**src/rtl/asd_pkg.sv**
```systemverilog
// ----------------------------------------------------------------------------
// asd_pkg
// Shared types, sizes and codes of the additive seasonal decomposition block.
// ----------------------------------------------------------------------------
package asd_pkg;

  localparam int MAX_SAMPLES = 1024;
  localparam int MAX_PERIOD  = 64;
  localparam int SAW        = $clog2(MAX_SAMPLES);     // sample address width
  localparam int CNTW       = $clog2(MAX_SAMPLES) + 1; // sample count width
  localparam int PAW        = $clog2(MAX_PERIOD);      // phase address width
  localparam int PSUMW      = 48;                      // phase sum width
  localparam int DIVW       = 49;                      // divider numerator width
  localparam int DIVDW      = CNTW;                    // divider denominator width
  localparam int DIV_STEPS  = DIVW;
  localparam int DIVCW      = $clog2(DIV_STEPS + 1);

  localparam logic [1:0] OP_PUSH     = 2'd0;
  localparam logic [1:0] OP_FINALIZE = 2'd1;
  localparam logic [1:0] OP_READ     = 2'd2;
  localparam logic [1:0] OP_UNUSED   = 2'd3;

  localparam logic [1:0] STAT_OK       = 2'd0;
  localparam logic [1:0] STAT_RANGE    = 2'd1;
  localparam logic [1:0] STAT_NOT_FIN  = 2'd2;
  localparam logic [1:0] STAT_OK_DROP  = 2'd3;

  localparam logic [1:0] REG_WINDOW = 2'd0;
  localparam logic [1:0] REG_PERIOD = 2'd1;

  typedef struct packed {
    logic [1:0]         operation;
    logic signed [31:0] sample;
    logic [9:0]         position;
  } asd_req_t;

  typedef struct packed {
    logic signed [31:0] trend;
    logic signed [31:0] season;
    logic signed [31:0] rest;
    logic [1:0]         status;
  } asd_res_t;

  typedef struct packed {
    logic              go;
    logic [DIVW-1:0]   num;
    logic [DIVDW-1:0]  den;
  } asd_div_req_t;

  typedef struct packed {
    logic              done;
    logic [DIVW-1:0]   quo;
    logic [DIVDW-1:0]  rem;
  } asd_div_rsp_t;

  function automatic logic signed [31:0] sat32(input logic signed [50:0] v);
    logic signed [31:0] r;
    if (v > 51'sd2147483647) begin
      r = 32'sh7fffffff;
    end else if (v < -51'sd2147483648) begin
      r = 32'sh80000000;
    end else begin
      r = v[31:0];
    end
    return r;
  endfunction

endpackage

```
**src/rtl/asd_div.sv**
```systemverilog
// ----------------------------------------------------------------------------
// asd_div
// Unsigned restoring divider, one quotient bit per cycle.
// ----------------------------------------------------------------------------
module asd_div
  import asd_pkg::*;
(
  input  logic         clk,
  input  logic         rst,
  input  asd_div_req_t req,
  output asd_div_rsp_t rsp
);

  logic             running;
  logic [DIVCW-1:0] steps;
  logic [DIVW-1:0]  quo;
  logic [DIVDW-1:0] rem;
  logic [DIVDW-1:0] den;
  logic             done;
  logic [DIVDW:0]   shifted;
  logic [DIVDW:0]   diff;
  logic             ge;

  assign shifted = {rem, quo[DIVW-1]};
  assign diff    = shifted - {1'b0, den};
  assign ge      = shifted >= {1'b0, den};

  always_ff @(posedge clk) begin
    if (rst) begin
      running <= 1'b0;
      done    <= 1'b0;
    end else begin
      done <= 1'b0;
      if (req.go) begin
        quo     <= req.num;
        rem     <= '0;
        den     <= req.den;
        steps   <= DIVCW'(DIV_STEPS);
        running <= 1'b1;
      end else if (running) begin
        rem   <= ge ? diff[DIVDW-1:0] : shifted[DIVDW-1:0];
        quo   <= {quo[DIVW-2:0], ge};
        steps <= steps - 1'b1;
        if (steps == DIVCW'(1)) begin
          running <= 1'b0;
          done    <= 1'b1;
        end
      end
    end
  end

  assign rsp.done = done;
  assign rsp.quo  = quo;
  assign rsp.rem  = rem;

endmodule

```
**config.mk**
```make
export PLATFORM = sky130hd
export DESIGN_NAME = asd_div
export DESIGN_NICKNAME = d
export VERILOG_FILES = /design/src/rtl/asd_pkg.sv /design/src/rtl/asd_div.sv
export SDC_FILE = /design/constraint.sdc
export NUM_CORES = 1
export LEC_CHECK = 0
export BUFFER_PORTS_ARGS = -buffer_cell sky130_fd_sc_hd__clkbuf_2
export CAP_MARGIN = 20
export CORE_AREA = 2 2 108 110
export DETAILED_ROUTE_END_ITERATION = 8
export DIE_AREA = 0 0 110 112
export GPL_TIMING_DRIVEN = 0
export PLACE_DENSITY = 0.66
export REMOVE_ABC_BUFFERS = 1
export SLEW_MARGIN = 20
export SYNTH_ARGS = -nofsm -noshare
export SYNTH_HDL_FRONTEND = slang
export SYNTH_SLANG_ARGS = --single-unit
```
**constraint.sdc**
```tcl
create_clock -name clk -period 8.96 [get_ports clk]
set_input_delay 1.344 -clock clk [delete_from_list [all_inputs] [get_ports clk]]
set_output_delay 1.344 -clock clk [all_outputs]
set_load 0.03 [all_outputs]
```
# Word-level counts from Yosys, hierarchy flattened
# Index checks and enable logic that the tools add are counted.
[classes]
add_sub_neg = 2
n_lt_le_gt_ge = 1
eq_ne = 1
n_mux = 9
bitwise = 2
reduce_logical = 4
[ops]
columns = ["operator", "count"]
rows = [
  ["two-way mux 49 bit", 2],
  ["two-way mux 11 bit", 2],
  ["greater-or-equal comparator 12 x 11 -> 1 bit", 1],
  ["subtractor 11 bit", 1],
  ["equality test 6 x 1 -> 1 bit (second input constant)", 1],
  ["two-way mux 6 bit", 1],
  ["subtractor 6 x 1 -> 6 bit (second input constant)", 1],
  ["two-way mux 1 bit", 4],
  ["AND reduction 2 bit", 2],
  ["OR reduction 3 bit", 1],
  ["NOT 1 bit", 2],
  ["nonzero test 2 bit", 1],
]
[word_totals]
regBits = 79
output_inout_bits = 61

# Logic depth before layout (Yosys ltp)
[logic_depth]
depth_word = 4
ltp_mapped = 10
ltp_nobuf = 9

# Least setup slack after synthesis
# No wires, ideal clock.
[synth_path]
path_type = "input to register"
start = "input req[60] (netlist name)"
end = "register quo[0], enable pin"
setup_time_ns = 0.490
arrival_ns = 4.718
required_time_ns = 8.470
slack_ns = 3.752
cell_stages = 4
n_path_buf = 2
cell_sequence = "clkbuf_1 > buf_2 > nor2_1 > nor2_1"
[synth_between]
elab_chain_len = 2
[synth_lines]
columns = ["element", "line_no", "rtl"]
rows = [
  ["from (decl)", "asd_div.sv:10", "input asd_div_req_t req,"],
  ["nonzero test 2 bit (no line)", "--", ""],
  ["AND reduction 2 bit (no line)", "--", ""],
  ["to (signal assigned)", "asd_div.sv:35", "quo <= req.num;"],
  ["to (signal assigned)", "asd_div.sv:42", "quo <= {quo[DIVW-2:0], ge};"],
  ["to (decl)", "asd_div.sv:16", "logic [DIVW-1:0] quo;"],
]
# Every way passes these cells.
# A chain may end at the register's enable or synchronous reset.

# Worst setup path after layout
[layout_path]
start = "input req[60] (netlist name)"
end = "register den[2], enable pin"
[layout_between]
elab_chain_len = 1
[layout_lines]
columns = ["element", "line_no", "rtl"]
rows = [
  ["AND reduction 2 bit (no line)", "--", ""],
  ["to (signal assigned)", "asd_div.sv:37", "den <= req.den;"],
  ["to (decl)", "asd_div.sv:18", "logic [DIVDW-1:0] den;"],
]
# Every way passes these cells.

==> reports/results.txt <==
The flow ran to the end, and the final reports show no timing, DRC or antenna violations. Combinational cells account for 20.8% of the total power. The design draws 1020 uW.

In this run switching power makes up 27.3% of total power. The tree is rooted in a clkbuf_16. The number of synthesis warnings was 0; the proportion of layout cells with a drive suffix above 1 was 49.5%.

Number of DRC markers in iteration 0: 89. The tools report the number of distinct standard cells referenced by the synthesized netlist as 39. In the final design database the tool counted 470 nets.

The total negative slack was 0 ns; the number of iterations in the first detailed-routing pass was 4. The run gives 3840 um^2 as the synthesized cell area. The post-DP HPWL is 6.32 mm. After filler insertion, the fill cell instance count of the layout stands at 1036. At the end of routability-driven placement, the weighted congestion stood at 0.828. The tools report the post-detailed-routing wire length as 8.55 mm. The number of stages on the worst hold path came out at 1. The library cell used most frequently in the layout, excluding fill and tap cells, is clkbuf_2. The global-route total usage across every layer came out at 14.9%. The synthesized netlist devotes 4.76% of its cell area to adder and majority cells.

For this design the ratio of total power to cell area is 206 nW/um^2. Once the floorplan was initialized, standard cells occupied 34.3% of the core. In the routed design, unresolved DRC markers number 0.

Of all nets on the critical path, the largest fanout is 54. The class of the most critical hold timing path is reg2reg. The maximum single-stage delay on the critical path was 0.78 ns. Pin placement for this block handled 124 I/O pins. Summing the areas of all xor and xnor instances in the mapped netlist gives 1.83% of the synthesized area. The total congestion overflow was 0; the number of endpoints failing setup at the final stage was 0. The share of synthesized area spent on multiplexers is 16.0%.

Measured against its own limit, the worst slew margin works out to 35.4%. In this run the vertical extent of the chip is 112 um. The share of synthesized flip-flops with an asynchronous set or reset came out at 0%. TritonCTS built the clock tree.

The number of buffers created by CTS was 9; the arrival time at the worst endpoint was 2.89 ns. For this run, the leading register cell type out of synthesis is edfxtp_1. Using the TritonRoute via totals, the vias-per-cell ratio works out to 4.79.

After clock tree synthesis, the flow added hold-fix buffers numbering 0. The clock period could shrink to 2.94 ns. The tools report the pin count of the biggest net entering global routing as 55.

The post-synthesis compound-gate area fraction works out to 7.04%. The worst setup path is captured at a register. The transition time at the pin with the least slew margin was 0.965 ns; the detailed-route wire length per cell was 15.9 um. The initial antenna violation count is 0. The tools report the global-route wire length before repair as 13.7 mm.

The tools report the setup slack on the worst flop-to-flop path as 6.19 ns. The launch instance of the worst min-delay path was running$_SDFF_PP0_. The gate family responsible for the most delay along the worst path is simple AND/OR/NAND/NOR gates.

After synthesis, the mean cell area works out to 14.5 um^2. The launch instance of the worst register-to-register path was rem[8]$_SDFFCE_PP0P_. After technology mapping, the gate count stands at 265.

The top cell types in the final layout, fill and taps aside, are clkbuf_2 (122), edfxtp_1 (77), mux2_2 (50). The number of cells on the worst reg-to-reg path is 6. By area, the combinational part of the netlist is dominated by multiplexers. Post-CTS timing repair inserted 0 buffers for setup. The switching power came out at 279 uW.

The number of max-slew violations in the final report was 0. The launching element type of the critical path is a primary input. Data on the critical path is required at its endpoint by 8.91 ns. Static timing analysis puts the maximum clock frequency at 340 MHz. After synthesis, flip-flops and latches occupy 61.3% of the total area. For the internal portion of total power, the log shows 742 uW. The count of nets left with antenna violations once routing finished came out at 0. The count of H-tree levels built during CTS was 3; the final cell count without fillers was 539. After synthesis the netlist holds a flip-flop and latch count of 79.

The number of antenna diodes in the final layout is 0. The number of global-route vias before repair is 2743. The number of gates resized after CTS was 0; the cell total after placement was 525. Setup repair after global routing left no endpoint under its margin. The routed layout has 2580 vias.

The floorplan step defined a core boundary enclosing 11200 um^2. The path with the worst hold slack has its endpoint at done$_SDFF_PP0_. The floorplan step defined a die boundary enclosing 12300 um^2.

In this run the critical register-to-register path is captured at rem[10]$_SDFFCE_PP0P_. Summing the areas of all and, or, nand and nor instances in the mapped netlist gives 6.00% of the synthesized area. On the critical path, the stage with the largest delay is an instance of nor2_1. Compared with the post-synthesis result, the final layout area differs by 28.9%. The worst path buffer plus inverter count came out at 3.

The share of the cycle needed by the critical path after routing came out at 32.8%. The clock slew seen by the registers of the worst setup and hold paths is 0.06 ns. The tools report the number of placement rows as 39. Hold violation count in the final report: 0.

The worst setup path is of the in2reg kind. The tools report the relative contribution of sequential cells to total power as 44.9%. The count of buffers added on input and output ports is 123.

Clock latency on the worst-skew pair, taken at its later pin, is 0.33 ns. VDD sags by at most 113 uV. The tools report the clock network power share as 34.4%.

Traced cell by cell, the critical path runs through clkbuf_4 > buf_16 > inv_1 > nor2_1. The number of flops mapped to enable cells by yosys works out to 77. The maximum buffer depth of the clock tree came out at 2.

The count of max-cap constraint violations was 0; the horizontal extent of the die was 110 um. The logs give 0.00883 ns for the worst setup skew after layout and 79 for the count of clock tree sinks. The standby leakage power is 0.00207 uW.
registers in the layout (all words and copies together) (netlist names):
name	flops
den	11
running	1
rem	11
quo	49
done	1
steps	6
per-stage QoR:
| step | hold slack [ns] | util, % | worst slack [ns] | instance area [um^2] |
|---|---|---|---|---|
| 2_1_floorplan | 0.466 | - | 4.30 | 3790 |
| 3_3_place_gp | 0.487 | 41.0 | 1.50 | 4580 |
| 3_5_place_dp | 0.486 | 41.8 | 5.62 | 4670 |
| 4_1_cts | 0.495 | 44.3 | 5.98 | 4950 |
| 5_1_grt | 0.508 | 44.3 | 5.91 | 4950 |
| 6_report | 0.493 | 44.3 | 6.02 | 4950 |
how the worst max path moves through the flow:
stage,cells after the start,start,slack [ns],to
final,4,req[60],6.02,den[2]$_DFFE_PP_
after global routing,4,req[60],5.91,den[2]$_DFFE_PP_
after CTS,4,req[60],5.98,den[1]$_DFFE_PP_
after detailed placement,4,req[60],5.62,den[1]$_DFFE_PP_
after global placement,3,req[60],1.50,quo[23]$_DFFE_PP_
after floorplan,2,req[60],4.30,quo[0]$_DFFE_PP_
power groups by stage:
stage	logic, uW	registers [uW]	clock network (uW)
after CTS	214	459	359
after detailed placement	214	466	0
after global routing	232	462	373
after floorplan	108	504	0
after global placement	205	468	0
final	212	458	351
final cells by class:
class	count	area (um^2)	share of cell area, %
repair buffers	126	693	14.0
inverters	19	71.3	1.44
clock buffers	10	229	4.63
multi-input cells	158	1370	27.8
well taps	143	179	3.62
clock inverters	4	48.8	0.986
flip-flops and latches	79	2350	47.5
per-layer routing:
metal  up-vias  share of wire (%)  GRT usage, %  wire (um)
met2        93                 49          23.7       4210
met1      1229                 39          17.3       3370
met3        10                9.5          5.97        813
met5         -                  0             0          0
li1       1248                  -             -          -
met4         0                1.8          6.84        150
Yosys cell counts, drive strengths merged (2+ instances only):
library cell / instances / area (um^2)
nand2: 5 / 18.8
dfxtp: 2 / 40.0
and3: 2 / 12.5
a21o: 4 / 30.0
o211ai: 2 / 15.0
o21ai: 8 / 47.6
o21a: 4 / 30.0
mux2: 50 / 563
ha: 13 / 163
nor2: 23 / 86.3
nand4: 2 / 12.5
nor2b: 4 / 25.0
buf: 7 / 40.0
xnor2: 8 / 70.1
nor3: 5 / 36.3
inv: 19 / 71.3
mux2i: 5 / 50.1
nand2b: 2 / 12.5
a21oi: 8 / 51.3
clkbuf: 2 / 7.51
edfxtp: 77 / 2310
nand3: 2 / 10.0
worst register-to-register path, delay by kind of cell, from the launching register on:
family / cells / cell delay (ns)
compound gates: 4 / 1.44
simple gates: 1 / 0.25
fa+ha+maj: 1 / 0.40
flops: 1 / 0.43
kinds of logic (layout without fill, tap and decap cells):
kind of cell	after synthesis	after routing
compound gates	34	34
xor+xnor	8	8
fa+ha+maj	14	14
buf+inv	28	159
flops	79	79
mux	55	55
simple gates	47	47
No activity file was read; power rests on OpenSTA's default activity.
